`config.mk`:
```
export PLATFORM = sky130hd
export DESIGN_NAME = key_debounce_short_long_press_top
export DESIGN_NICKNAME = d
export VERILOG_FILES = /design/src/rtl/kdsp_pkg.sv /design/src/rtl/kdsp_cfg.sv /design/src/rtl/kdsp_key.sv /design/src/rtl/key_debounce_short_long_press_top.sv
export VERILOG_INCLUDE_DIRS = /design/src /design/src/rtl
export SDC_FILE = /design/constraint.sdc
export NUM_CORES = 1
export LEC_CHECK = 0
export ABC_AREA = 1
export BUFFER_PORTS_ARGS = -buffer_cell sky130_fd_sc_hd__buf_2
export CAP_MARGIN = 20
export CORE_MARGIN = 5
export CORE_UTILIZATION = 35
export DETAILED_ROUTE_END_ITERATION = 6
export PLACE_DENSITY_LB_ADDON = 0.12
export SLEW_MARGIN = 20
export SYNTH_ARGS = -nofsm -noshare
export SYNTH_HDL_FRONTEND = slang
export SYNTH_SLANG_ARGS = --single-unit
```
`constraint.sdc`:
```
create_clock -name clk -period 3.7 [get_ports clk]
set_clock_uncertainty 0.1 [all_clocks]
set_input_delay 0.74 -clock clk [delete_from_list [all_inputs] [get_ports clk]]
set_output_delay 0.74 -clock clk [all_outputs]
set_load 0.02 [all_outputs]
```
`src/rtl/key_debounce_short_long_press_top_defines.svh`:
```
// ----------------------------------------------------------------------------
// Key debounce assertion macros
// Shared concurrent assertion forms for the key debounce block.
// ----------------------------------------------------------------------------
`ifndef KEY_DEBOUNCE_SHORT_LONG_PRESS_TOP_DEFINES_SVH
`define KEY_DEBOUNCE_SHORT_LONG_PRESS_TOP_DEFINES_SVH

// same-cycle implication
`define KDSP_ASSERT_IMP(lbl, ante, cons) \
  lbl: assert property (@(posedge clk) disable iff (!rst_n) (ante) |-> (cons)) \
    else $error("kdsp assertion failed");

// next-cycle implication
`define KDSP_ASSERT_NXT(lbl, ante, cons) \
  lbl: assert property (@(posedge clk) disable iff (!rst_n) (ante) |=> (cons)) \
    else $error("kdsp assertion failed");

`endif

```
`src/rtl/kdsp_pkg.sv`:
```
// ----------------------------------------------------------------------------
// kdsp_pkg
// Types and constants for the key debounce and press qualifier.
// ----------------------------------------------------------------------------
`timescale 1ns / 1ps
`default_nettype none

package kdsp_pkg;

  localparam int NUM_KEYS   = 3;
  localparam int KEY_IDX_W  = 2;
  localparam int DEB_W      = 8;
  localparam int HOLD_W     = 16;
  localparam int EVT_W      = 2;
  localparam int APB_DW     = 32;
  localparam int APB_AW     = 3;

  typedef logic [EVT_W-1:0] evt_t;

  localparam evt_t EVT_NONE  = 2'd0;
  localparam evt_t EVT_SHORT = 2'd1;
  localparam evt_t EVT_LONG  = 2'd2;

  localparam logic OP_TICK = 1'b0;
  localparam logic OP_READ = 1'b1;

  // register index = paddr[2]
  localparam logic REG_DEBOUNCE = 1'b0;
  localparam logic REG_LONG     = 1'b1;

  localparam logic [DEB_W-1:0]  DEB_RESET  = 8'd3;
  localparam logic [HOLD_W-1:0] LONG_RESET = 16'd200;

  typedef struct packed {
    logic tick;
    logic raw;
    logic clear;
  } key_ctrl_t;

  typedef struct packed {
    logic stable_nxt;
    evt_t evt;
  } key_stat_t;

endpackage

`default_nettype wire

```
`src/rtl/kdsp_cfg.sv`:
```
// ----------------------------------------------------------------------------
// kdsp_cfg
// APB register file holding the debounce and long-press thresholds.
// ----------------------------------------------------------------------------
`timescale 1ns / 1ps
`default_nettype none

module kdsp_cfg
  import kdsp_pkg::*;
(
  input  wire                     clk,
  input  wire                     rst_n,
  input  wire                     psel,
  input  wire                     penable,
  input  wire                     pwrite,
  input  wire  [APB_AW-1:0]       paddr,
  input  wire  [APB_DW-1:0]       pwdata,
  output logic [APB_DW-1:0]       prdata,
  output logic                    pready,
  output logic [DEB_W-1:0]        debounce_count,
  output logic [HOLD_W-1:0]       long_press_count
);

  logic [DEB_W-1:0]  deb_r,  deb_nxt;
  logic [HOLD_W-1:0] long_r, long_nxt;
  logic              wr_en;

  assign pready = 1'b1;
  assign wr_en  = psel & penable & pwrite;

  always_comb begin
    deb_nxt  = deb_r;
    long_nxt = long_r;
    if (wr_en) begin
      case (paddr[2])
        REG_DEBOUNCE: deb_nxt  = pwdata[DEB_W-1:0];
        REG_LONG:     long_nxt = pwdata[HOLD_W-1:0];
        default:      deb_nxt  = deb_r;
      endcase
    end
  end

  always_ff @(posedge clk) begin
    if (!rst_n) begin
      deb_r  <= DEB_RESET;
      long_r <= LONG_RESET;
    end else begin
      deb_r  <= deb_nxt;
      long_r <= long_nxt;
    end
  end

  always_comb begin
    case (paddr[2])
      REG_DEBOUNCE: prdata = {{(APB_DW-DEB_W){1'b0}}, deb_r};
      REG_LONG:     prdata = {{(APB_DW-HOLD_W){1'b0}}, long_r};
      default:      prdata = '0;
    endcase
  end

  assign debounce_count   = deb_r;
  assign long_press_count = long_r;

endmodule

`default_nettype wire

```
`src/rtl/kdsp_key.sv`:
```
// ----------------------------------------------------------------------------
// kdsp_key
// One key: debounce counter, stable level, hold counter and event latch.
// ----------------------------------------------------------------------------
`timescale 1ns / 1ps
`default_nettype none

module kdsp_key
  import kdsp_pkg::*;
(
  input  wire                 clk,
  input  wire                 rst_n,
  input  wire  [DEB_W-1:0]    debounce_count,
  input  wire  [HOLD_W-1:0]   long_press_count,
  input  wire  key_ctrl_t     ctrl,
  output key_stat_t           stat
);

  logic [DEB_W-1:0]  dc_r,     dc_nxt;
  logic              stable_r, stable_nxt;
  logic [HOLD_W-1:0] hold_r,   hold_nxt;
  logic              lf_r,     lf_nxt;
  evt_t              evt_r,    evt_nxt;

  logic [DEB_W-1:0]  dc_inc;
  logic [HOLD_W-1:0] hold_mid, hold_inc;
  logic              diff, flip, lf_mid;
  evt_t              evt_mid;

  always_comb begin
    diff     = ctrl.raw != stable_r;
    dc_inc   = dc_r + 1'b1;
    flip     = diff && (dc_inc >= debounce_count);

    dc_nxt     = dc_r;
    stable_nxt = stable_r;
    hold_nxt   = hold_r;
    lf_nxt     = lf_r;
    evt_nxt    = evt_r;

    // press restarts hold on the same tick; release without long fires short
    hold_mid = (flip && ctrl.raw) ? '0 : hold_r;
    lf_mid   = (flip && ctrl.raw) ? 1'b0 : lf_r;
    evt_mid  = (flip && !ctrl.raw && !lf_r) ? EVT_SHORT : evt_r;
    hold_inc = hold_mid + 1'b1;

    if (ctrl.tick) begin
      dc_nxt     = (diff && !flip) ? dc_inc : '0;
      stable_nxt = flip ? ctrl.raw : stable_r;
      hold_nxt   = hold_mid;
      lf_nxt     = lf_mid;
      evt_nxt    = evt_mid;
      if (stable_nxt && !lf_mid) begin
        hold_nxt = hold_inc;
        if (hold_inc >= long_press_count) begin
          lf_nxt  = 1'b1;
          evt_nxt = EVT_LONG;
        end
      end
    end else if (ctrl.clear) begin
      evt_nxt = EVT_NONE;
    end
  end

  always_ff @(posedge clk) begin
    if (!rst_n) begin
      dc_r     <= '0;
      stable_r <= 1'b0;
      hold_r   <= '0;
      lf_r     <= 1'b0;
      evt_r    <= EVT_NONE;
    end else begin
      dc_r     <= dc_nxt;
      stable_r <= stable_nxt;
      hold_r   <= hold_nxt;
      lf_r     <= lf_nxt;
      evt_r    <= evt_nxt;
    end
  end

  assign stat.stable_nxt = stable_nxt;
  assign stat.evt        = evt_r;

endmodule

`default_nettype wire

```
`src/rtl/key_debounce_short_long_press_top.sv`:
```
// A request is registered in s1, its result in the output register; each key updates
// in one pass through kdsp_key. Throughput: one request per cycle, held by in_stall.
// in_stall rises only when the output register is full and out_stall is high.
// Reset (rst_n low, synchronous): all key state cleared, thresholds back to 3 and 200,
// both pipeline registers empty.
// ----------------------------------------------------------------------------
// key_debounce_short_long_press_top
// Debounced key qualifier with short and long press events and APB thresholds.
// ----------------------------------------------------------------------------
`timescale 1ns / 1ps
`default_nettype none
`include "key_debounce_short_long_press_top_defines.svh"

module key_debounce_short_long_press_top
  import kdsp_pkg::*;
(
  input  wire                    clk,
  input  wire                    rst_n,
  input  wire                    in_valid,
  output logic                   in_stall,
  input  wire                    in_operation,
  input  wire  [NUM_KEYS-1:0]    in_raw_levels,
  input  wire  [KEY_IDX_W-1:0]   in_key_index,
  output logic                   out_valid,
  input  wire                    out_stall,
  output logic [EVT_W-1:0]       out_event_code,
  output logic [NUM_KEYS-1:0]    out_stable_levels,
  input  wire                    psel,
  input  wire                    penable,
  input  wire                    pwrite,
  input  wire  [APB_AW-1:0]      paddr,
  input  wire  [APB_DW-1:0]      pwdata,
  output logic [APB_DW-1:0]      prdata,
  output logic                   pready
);

  logic [DEB_W-1:0]     debounce_count;
  logic [HOLD_W-1:0]    long_press_count;

  logic                 s1_valid_r, s1_valid_nxt;
  logic                 s1_op_r;
  logic [NUM_KEYS-1:0]  s1_raw_r;
  logic [KEY_IDX_W-1:0] s1_idx_r;

  logic                 out_valid_r, out_valid_nxt;
  evt_t                 out_evt_r;
  logic [NUM_KEYS-1:0]  out_stable_r;

  logic                 adv, proc, in_acc, idx_ok, rd_proc;
  evt_t                 rd_evt;
  logic [NUM_KEYS-1:0]  stable_pack;
  key_ctrl_t            key_ctrl [NUM_KEYS];
  key_stat_t            key_stat [NUM_KEYS];

  kdsp_cfg u_cfg (
    .clk              (clk),
    .rst_n            (rst_n),
    .psel             (psel),
    .penable          (penable),
    .pwrite           (pwrite),
    .paddr            (paddr),
    .pwdata           (pwdata),
    .prdata           (prdata),
    .pready           (pready),
    .debounce_count   (debounce_count),
    .long_press_count (long_press_count)
  );

  assign adv      = !out_valid_r || !out_stall;
  assign proc     = s1_valid_r && adv;
  assign rd_proc  = proc && (s1_op_r == OP_READ);
  assign in_stall = s1_valid_r && !adv;
  assign in_acc   = in_valid && !in_stall;
  assign idx_ok   = s1_idx_r < KEY_IDX_W'(NUM_KEYS);

  for (genvar k = 0; k < NUM_KEYS; k++) begin : g_key
    assign key_ctrl[k].tick  = proc && (s1_op_r == OP_TICK);
    assign key_ctrl[k].raw   = s1_raw_r[k];
    assign key_ctrl[k].clear = proc && (s1_op_r == OP_READ) && (s1_idx_r == KEY_IDX_W'(k));

    kdsp_key u_key (
      .clk              (clk),
      .rst_n            (rst_n),
      .debounce_count   (debounce_count),
      .long_press_count (long_press_count),
      .ctrl             (key_ctrl[k]),
      .stat             (key_stat[k])
    );
  end

  always_comb begin
    rd_evt      = EVT_NONE;
    stable_pack = '0;
    for (int k = 0; k < NUM_KEYS; k++) begin
      stable_pack[k] = key_stat[k].stable_nxt;
      if ((s1_op_r == OP_READ) && (s1_idx_r == KEY_IDX_W'(k))) begin
        rd_evt = key_stat[k].evt;
      end
    end
  end

  always_comb begin
    s1_valid_nxt  = s1_valid_r;
    out_valid_nxt = out_valid_r;
    if (!s1_valid_r || adv) begin
      s1_valid_nxt = in_valid;
    end
    if (adv) begin
      out_valid_nxt = s1_valid_r;
    end
  end

  always_ff @(posedge clk) begin
    if (!rst_n) begin
      s1_valid_r  <= 1'b0;
      out_valid_r <= 1'b0;
    end else begin
      s1_valid_r  <= s1_valid_nxt;
      out_valid_r <= out_valid_nxt;
    end
  end

  always_ff @(posedge clk) begin
    if (in_acc) begin
      s1_op_r  <= in_operation;
      s1_raw_r <= in_raw_levels;
      s1_idx_r <= in_key_index;
    end
    if (proc) begin
      out_evt_r    <= idx_ok ? rd_evt : EVT_NONE;
      out_stable_r <= stable_pack;
    end
  end

  assign out_valid         = out_valid_r;
  assign out_event_code    = out_evt_r;
  assign out_stable_levels = out_stable_r;

  `KDSP_ASSERT_IMP(a_stall_needs_item, in_stall, s1_valid_r)
  `KDSP_ASSERT_NXT(a_tick_no_event, proc && (s1_op_r == OP_TICK), out_evt_r == EVT_NONE)
  `KDSP_ASSERT_NXT(a_bad_idx_no_event, rd_proc && !idx_ok, out_evt_r == EVT_NONE)
  `KDSP_ASSERT_NXT(a_read_clears, rd_proc && (s1_idx_r == '0), key_stat[0].evt == EVT_NONE)

endmodule

`default_nettype wire

```
# Word level (Yosys, flattened, before mapping)
# Cells that the tools add are included.
# Widths: inputs -> output; s select.
dict set report totals {
  ff_bits 121
  elab_cells 143
}
dict set report op_classes {
  addsub 6
  magnitude_cmp 7
  eq_ne 5
  mux 43
  bitwise_logic 4
  reduce_logical 54
}
# cell count
set op_table {}
lappend op_table {{$mux 16} 6}
lappend op_table {{$pmux 32 s2} 1}
lappend op_table {{$add 16x1->16 const B} 3}
lappend op_table {{$ge 16x16->1} 3}
lappend op_table {{$mux 2} 18}
lappend op_table {{$logic_and 1x1->1} 29}
lappend op_table {{$add 8x1->8 const B} 3}
lappend op_table {{$ge 8x8->1} 3}
lappend op_table {{$mux 8} 3}
lappend op_table {{$logic_not 1->1} 17}
lappend op_table {{$mux 1} 15}
lappend op_table {{$reduce_bool 2->1} 3}
lappend op_table {{$reduce_and 2->1} 2}
lappend op_table {{$ne 1x1->1} 3}
lappend op_table {{$and 1x1->1} 2}
lappend op_table {{$eq 2x1->1 const B} 1}
lappend op_table {{$eq 2x2->1 const B} 1}
lappend op_table {{$logic_not 2->1} 1}
lappend op_table {{$logic_or 1x1->1} 2}
lappend op_table {{$lt 2x2->1 const B} 1}
lappend op_table {{$not 1->1} 2}

# Logic depth before layout (Yosys ltp)
dict set report depth {
  depth_word 10
  mapped_depth 32
}

# By module
# From an unflattened synthesis, not the netlist that was laid out.
dict set report unflattened {
  cells_unflattened 1439
  area_unflattened_um2 9349.0
}
# module instances cells_per_inst area_each_um2 seq_area_each_um2
set by_module_without_submodules {}
lappend by_module_without_submodules {kdsp_key 3 396 2518.7 560.5}
lappend by_module_without_submodules {kdsp_cfg 1 208 1282.5 480.5}
lappend by_module_without_submodules {key_debounce_short_long_press_top 1 43 510.5 370.4}

# Least setup slack after synthesis
# OpenSTA, ideal clock, no wires.
dict set report synth_path {
  path_type {reg2reg}
  start {register g_key[2].u_key.dc_r[2]}
  end {register g_key[2].u_key.evt_r[0]}
  arrival_time_ns 3.917
  t_required_ns 3.505
  path_slack_ns -0.412
  path_stages_with_launch 32
  period_less_slack_ns 4.112
  path_cell_list {dfxtp_1 > nand3_1 > nand3b_1 > nand3b_1 > xnor2_1 > ha_1 > nand2_1 > inv_1 > nor2_2 > o21a_2 > nand3_2 > nand2_2 > buf_6 > buf_4 > nand2_1 > inv_1 > ha_1 > nand4_4 > nor2_4 > nand3_1 > nand3_1 > nand2_1 > ha_1 > nand2_1 > inv_1 > nand3_1 > inv_1 > a21oi_1 > nand3_1 > nand2_1 > nand2_1 > a221oi_1}
}
dict set report synth_via {
  elab_chain_len 10
  word_cells_on_any_way 17
  classes_between {add/sub (2); order compare (2); mux (7); reduce/logical (6)}
}
# element line
set synth_rtl {}
lappend synth_rtl {{start: declaration} kdsp_key.sv:19} ;# logic [DEB_W-1:0] dc_r, dc_nxt;
lappend synth_rtl {{start signal: assignment} kdsp_key.sv:73} ;# dc_r <= dc_nxt;
lappend synth_rtl {{$add 8x1->8 (*)} kdsp_key.sv:32} ;# dc_inc = dc_r + 1'b1;
lappend synth_rtl {{$ge 8x8->1 (*)} kdsp_key.sv:33} ;# flip = diff && (dc_inc >= debounce_count);
lappend synth_rtl {{$logic_and 1x1->1 (*)} kdsp_key.sv:33}
lappend synth_rtl {{$logic_and 1x1->1} {kdsp_key.sv:42, kdsp_key.sv:43}}
lappend synth_rtl {{$mux 16} kdsp_key.sv:42} ;# hold_mid = (flip && ctrl.raw) ? '0 : hold_r;
lappend synth_rtl {{$add 16x1->16} kdsp_key.sv:45} ;# hold_inc = hold_mid + 1'b1;
lappend synth_rtl {{$ge 16x16->1} kdsp_key.sv:55} ;# if (hold_inc >= long_press_count) begin
lappend synth_rtl {{$mux 2} kdsp_key.sv:55}
lappend synth_rtl {{$mux 2 (*)} kdsp_key.sv:53} ;# if (stable_nxt && !lf_mid) begin
lappend synth_rtl {{$mux 2 (*)} kdsp_key.sv:47} ;# if (ctrl.tick) begin
lappend synth_rtl {{end signal: assignment} kdsp_key.sv:77} ;# evt_r <= evt_nxt;
lappend synth_rtl {{end: declaration} kdsp_key.sv:23} ;# evt_t evt_r, evt_nxt;
# Mark *: on every way between the ends. The rest lies on a longest branch, timed or not.
# A chain may end at the register's enable or synchronous reset.

# Final worst setup path
dict set report layout_path {
  start {register g_key[0].u_key.dc_r[0]}
  end {register g_key[0].u_key.evt_r[0]}
}
dict set report layout_via {
  elab_chain_len 10
  word_cells_on_any_way 17
  classes_between {add/sub (2); order compare (2); mux (7); reduce/logical (6)}
}
# element line
set layout_rtl {}
lappend layout_rtl {{start: declaration} kdsp_key.sv:19}
lappend layout_rtl {{start signal: assignment} kdsp_key.sv:73}
lappend layout_rtl {{$add 8x1->8 (*)} kdsp_key.sv:32}
lappend layout_rtl {{$ge 8x8->1 (*)} kdsp_key.sv:33}
lappend layout_rtl {{$logic_and 1x1->1 (*)} kdsp_key.sv:33}
lappend layout_rtl {{$logic_and 1x1->1} {kdsp_key.sv:42, kdsp_key.sv:43}}
lappend layout_rtl {{$mux 16} kdsp_key.sv:42}
lappend layout_rtl {{$add 16x1->16} kdsp_key.sv:45}
lappend layout_rtl {{$ge 16x16->1} kdsp_key.sv:55}
lappend layout_rtl {{$mux 2} kdsp_key.sv:55}
lappend layout_rtl {{$mux 2 (*)} kdsp_key.sv:53}
lappend layout_rtl {{$mux 2 (*)} kdsp_key.sv:47}
lappend layout_rtl {{end signal: assignment} kdsp_key.sv:77}
lappend layout_rtl {{end: declaration} kdsp_key.sv:23}
# Marks and branches as above.

==> run summary <==
Final Instance Count excl. Fillers = 1839
average wire per cell in the routed design = 14.1 microns
number of placement rows = 58
internal power consumption = 2.64 mW
Initial DRT Pass Iterations = 6
relative slew slack = 50.4%
Inserted Diodes = 0
deepest level of the CTS H-tree = 4
Remaining Overflow, GRT = 0
register area = 2550 sq um
area of the core = 25000 sq um
proportion of layout cells with a drive suffix above 1 = 28.3%
Final Instance Area = 11800 sq um
type of element launching the critical path = register
vias per std cell = 4.71
post-cts hold buffer count = 0
gp weighted congestion = 0.788
synthesized instance count = 1280
cts bufs inserted = 17
initial antenna violation count = 0
effective utilization at floorplan = 35.2%
WP data required = 3.95 ns
post-detailed-route DRC marker count = 0
crit path max fanout = 7
Setup WS post-layout = -0.426 ns
part of the total power dissipated in sequential elements = 37.5%
Mapped Area = 8780 sq um
placed cell area = 10500 sq um
die boundary height = 168 microns
RSZ-0062 raised after global routing = true
total via count after detailed routing = 8665
Tcrit/Tclk final = 112%
number of DRC markers in iteration 0 = 514
number of cells in the design after placement = 1772
Top FF cell, synth = sky130_fd_sc_hd__dfxtp_1
switching power summed over all nets = 1.03 mW
minimum clock period after layout = 4.13 ns
share of total power in the clock network = 48.2%
count of endpoints failing hold in the final timing report = 0
Worst EP arrival = 4.37 ns
Syn. warnings = 0
logic gate share of total power = 14.4%
I/O pins = 88
Final Max Tran Viols = 0
maximum clock path buffer count = 2
switching share of power = 28.0%
flops & latches, synth = 121
post-synthesis async set-or-reset flop share = 0%
largest net degree at the start of global routing = 69
total power divided by cell area = 310 nW/um^2
die area = 28400 sq um
Setup Total Neg Slack = -3.03 ns
Total Wirelength = 26.0 mm
maximum operating frequency = 242 MHz
max_cap viols = 0
average cell area after synthesis = 6.86 sq um
clock tree root driver cell = sky130_fd_sc_hd__clkbuf_16
area overhead of the layout relative to synthesis = 34.7%
HPWL reported at the end of detailed placement = 18.9 mm
final net count = 1622
post-CTS clock slew at the launch and capture registers of the worst setup and hold paths = 0.06 ns
combined area of the multi-input logic cells = 5790 sq um
critical path start-end classification = reg -> reg
outcome = finished, violations left
Leakage = 5.53 nW
Clk Latency, worst-skew pair = 0.42 ns
TritonCTS clock tree = yes
via count of the first global-routing pass = 8136
die boundary width = 168 microns
number of flops mapped to enable cells by yosys = 11
path class of the lowest-slack min-delay path = reg -> reg
total global routing track utilization = 18.3%
Least-Margin Pin Slew = 0.744 ns
# setup viols final = 9
critical path endpoint category = register
unique cell type count in the Yosys netlist = 48
DRT antenna net count = 0
IO buf count = 52
violations in the final reports = setup timing
first-pass GRT wire length = 42.1 mm
number of sinks handled by clock tree synthesis = 121
filler cell count = 2525
sequential-to-total area share from yosys stat = 28.8%
Max rail drop VDD = 208 uV
[layout by cell type, fill, tap and decap left out, types with 3 or more instances in the layout]
cell type,n
sky130_fd_sc_hd__o211ai_1,5
sky130_fd_sc_hd__dfxtp_1,101
sky130_fd_sc_hd__nand2_1,299
sky130_fd_sc_hd__nand3_1,61
sky130_fd_sc_hd__nand4_4,3
sky130_fd_sc_hd__o21ai_0,64
sky130_fd_sc_hd__ha_4,6
sky130_fd_sc_hd__clkinvlp_4,5
sky130_fd_sc_hd__nand4_1,10
sky130_fd_sc_hd__xor2_2,3
sky130_fd_sc_hd__nor2_4,17
sky130_fd_sc_hd__nor2_1,50
sky130_fd_sc_hd__xnor2_1,8
sky130_fd_sc_hd__buf_4,187
sky130_fd_sc_hd__nand2_4,7
sky130_fd_sc_hd__o21bai_1,4
sky130_fd_sc_hd__edfxtp_1,11
sky130_fd_sc_hd__nand2_2,22
sky130_fd_sc_hd__dfxtp_2,7
sky130_fd_sc_hd__buf_12,4
sky130_fd_sc_hd__inv_2,7
sky130_fd_sc_hd__buf_2,52
sky130_fd_sc_hd__nand3_4,6
sky130_fd_sc_hd__nand3b_1,12
sky130_fd_sc_hd__inv_1,149
sky130_fd_sc_hd__o21ai_1,14
sky130_fd_sc_hd__a21oi_1,172
sky130_fd_sc_hd__a21oi_2,9
sky130_fd_sc_hd__xnor2_2,5
sky130_fd_sc_hd__nor2_2,11
sky130_fd_sc_hd__xor2_1,23
sky130_fd_sc_hd__inv_6,4
sky130_fd_sc_hd__clkbuf_16,17
sky130_fd_sc_hd__conb_1,17
sky130_fd_sc_hd__bufinv_16,3
sky130_fd_sc_hd__ha_1,72
sky130_fd_sc_hd__nand3_2,22
sky130_fd_sc_hd__clkinv_2,3
[routing by layer]
layer / track usage (%) / vias to the layer above / share of wire [%]
met2: 31.0 / 123 / 47
met4: 3.78 / 0 / 0.93
met1: 24.7 / 3930 / 49
met5: 0 / - / 0
li1: - / 4600 / -
met3: 3.01 / 12 / 3.4
[cell usage after synthesis, types with 2 or more instances]
master	number	share of area [%]
sky130_fd_sc_hd__and2_1	2	0.14
sky130_fd_sc_hd__nand3_2	7	0.80
sky130_fd_sc_hd__nand3_1	79	4.5
sky130_fd_sc_hd__nor3_1	3	0.17
sky130_fd_sc_hd__nand2_4	2	0.26
sky130_fd_sc_hd__nor2_1	61	2.6
sky130_fd_sc_hd__a21oi_2	4	0.40
sky130_fd_sc_hd__nand4_2	2	0.28
sky130_fd_sc_hd__nand3b_1	12	1.0
sky130_fd_sc_hd__o21bai_1	4	0.34
sky130_fd_sc_hd__nand3_4	2	0.40
sky130_fd_sc_hd__inv_1	159	6.8
sky130_fd_sc_hd__a21oi_1	177	10
sky130_fd_sc_hd__or2_2	2	0.14
sky130_fd_sc_hd__o211ai_1	5	0.43
sky130_fd_sc_hd__inv_2	2	0.085
sky130_fd_sc_hd__o21ai_0	67	3.8
sky130_fd_sc_hd__o21ai_1	12	0.68
sky130_fd_sc_hd__clkbuf_1	28	1.2
sky130_fd_sc_hd__edfxtp_1	11	3.8
sky130_fd_sc_hd__clkinv_1	2	0.085
sky130_fd_sc_hd__nand4_4	2	0.48
sky130_fd_sc_hd__ha_1	78	11
sky130_fd_sc_hd__nand2_2	12	0.85
sky130_fd_sc_hd__buf_2	13	0.74
sky130_fd_sc_hd__dfxtp_1	110	25
sky130_fd_sc_hd__buf_4	20	1.7
sky130_fd_sc_hd__xor2_1	26	2.6
sky130_fd_sc_hd__nor2_4	6	0.77
sky130_fd_sc_hd__o311ai_0	2	0.20
sky130_fd_sc_hd__nand4_1	10	0.71
sky130_fd_sc_hd__xnor2_1	13	1.3
sky130_fd_sc_hd__nor2_2	11	0.78
sky130_fd_sc_hd__conb_1	2	0.085
sky130_fd_sc_hd__buf_6	5	0.64
sky130_fd_sc_hd__nand2_1	315	13
[power by group through the flow]
| stage | clock, mW | combinational [mW] | sequential (mW) |
|---|---|---|---|
| global placement | 0 | 0.457 | 1.40 |
| finish | 1.77 | 0.528 | 1.38 |
| CTS | 1.82 | 0.494 | 1.38 |
| detailed placement | 0 | 0.458 | 1.40 |
| global route | 1.88 | 0.584 | 1.38 |
| floorplan | 0 | 0.321 | 1.40 |
[sequential cells by signal, indices dropped and copies added (netlist names), 3 cells and up]
register / cells
g_key.u_key.dc_r: 24
g_key.u_key.evt_r: 6
g_key.u_key.hold_r: 48
g_key.u_key.lf_r: 3
g_key.u_key.stable_r: 3
out_stable_levels: 3
s1_raw_r: 3
u_cfg.debounce_count: 8
u_cfg.long_press_count: 16
[through the flow]
stage / worst slack (ns) / util, % / total power, mW / hold slack, ns
2_1_floorplan: -0.252 / - / 1.72 / 0.345
3_3_place_gp: -0.541 / 42.0 / 1.86 / 0.355
3_5_place_dp: -0.588 / 42.0 / 1.86 / 0.357
4_1_cts: -0.409 / 46.1 / 3.69 / 0.365
5_1_grt: -0.721 / 47.4 / 3.84 / 0.375
6_report: -0.426 / 47.4 / 3.67 / 0.362
[layout make-up]
| type | count | area share, % |
|---|---|---|
| clock buffers | 19 | 3.83 |
| clock inverters | 13 | 1.41 |
| inverters | 163 | 5.33 |
| multi-input cells | 945 | 48.9 |
| flip-flops and latches | 121 | 21.5 |
| well taps | 330 | 3.49 |
| repair buffers | 248 | 15.5 |
[critical path, cell delays in order, from the launching register on]
cell and delay, ns:
sky130_fd_sc_hd__dfxtp_2 0.35, sky130_fd_sc_hd__nand3_2 0.08, sky130_fd_sc_hd__nand3b_1 0.18, sky130_fd_sc_hd__nand3b_1 0.21
sky130_fd_sc_hd__xnor2_2 0.22, sky130_fd_sc_hd__ha_1 0.27, sky130_fd_sc_hd__nand2_1 0.07, sky130_fd_sc_hd__inv_1 0.04
sky130_fd_sc_hd__nor2_1 0.09, sky130_fd_sc_hd__o21a_1 0.17, sky130_fd_sc_hd__nand2_4 0.10, sky130_fd_sc_hd__nand3_4 0.16
sky130_fd_sc_hd__nand2_2 0.08, sky130_fd_sc_hd__inv_2 0.07, sky130_fd_sc_hd__ha_4 0.14, sky130_fd_sc_hd__nand4_4 0.13
sky130_fd_sc_hd__nor2_4 0.18, sky130_fd_sc_hd__nand2_1 0.06, sky130_fd_sc_hd__nand2_1 0.07, sky130_fd_sc_hd__nand2_1 0.08
sky130_fd_sc_hd__ha_1 0.29, sky130_fd_sc_hd__nand2_1 0.13, sky130_fd_sc_hd__o21ai_0 0.13, sky130_fd_sc_hd__a21oi_2 0.19
sky130_fd_sc_hd__nand3_4 0.12, sky130_fd_sc_hd__nand2_2 0.11, sky130_fd_sc_hd__o211ai_1 0.09, sky130_fd_sc_hd__a21oi_1 0.13
[final timing paths]
path / start / to / slack, ns / cells after the start
max: g_key[0].u_key.dc_r[0] / g_key[0].u_key.evt_r[0] / -0.43 / 27
min: g_key[0].u_key.hold_r[14] / g_key[0].u_key.hold_r[14] / 0.36 / 2
min reg2reg: g_key[0].u_key.hold_r[14] / g_key[0].u_key.hold_r[14] / 0.36 / 2
max reg2reg: g_key[0].u_key.dc_r[0] / g_key[0].u_key.evt_r[0] / -0.43 / 27
[kinds of logic (layout without fill, tap and decap cells)]
| kind of cell | count (synthesis) | after routing | share of synthesized area [%] |
|---|---|---|---|
| xor gates and xnor gates | 39 | 39 | 3.89 |
| other | 2 | 17 | 0.0855 |
| buffers and inverters | 230 | 443 | 11.5 |
| adders and majority gates | 78 | 78 | 11.1 |
| and+or+nand+nor | 531 | 532 | 27.8 |
| DFF | 121 | 121 | 28.8 |
| AOI/OAI and AO/OA | 279 | 279 | 16.8 |
[repair_timing]
item / 4_1_cts / 5_1_grt
resized for setup: 51 / 45
pin swaps: 52 / 13
cloned: 2 / 0
buffers inserted: 19 / 14
setup endpoints to repair: 9 / 10
(Power assumes the default switching activity.)
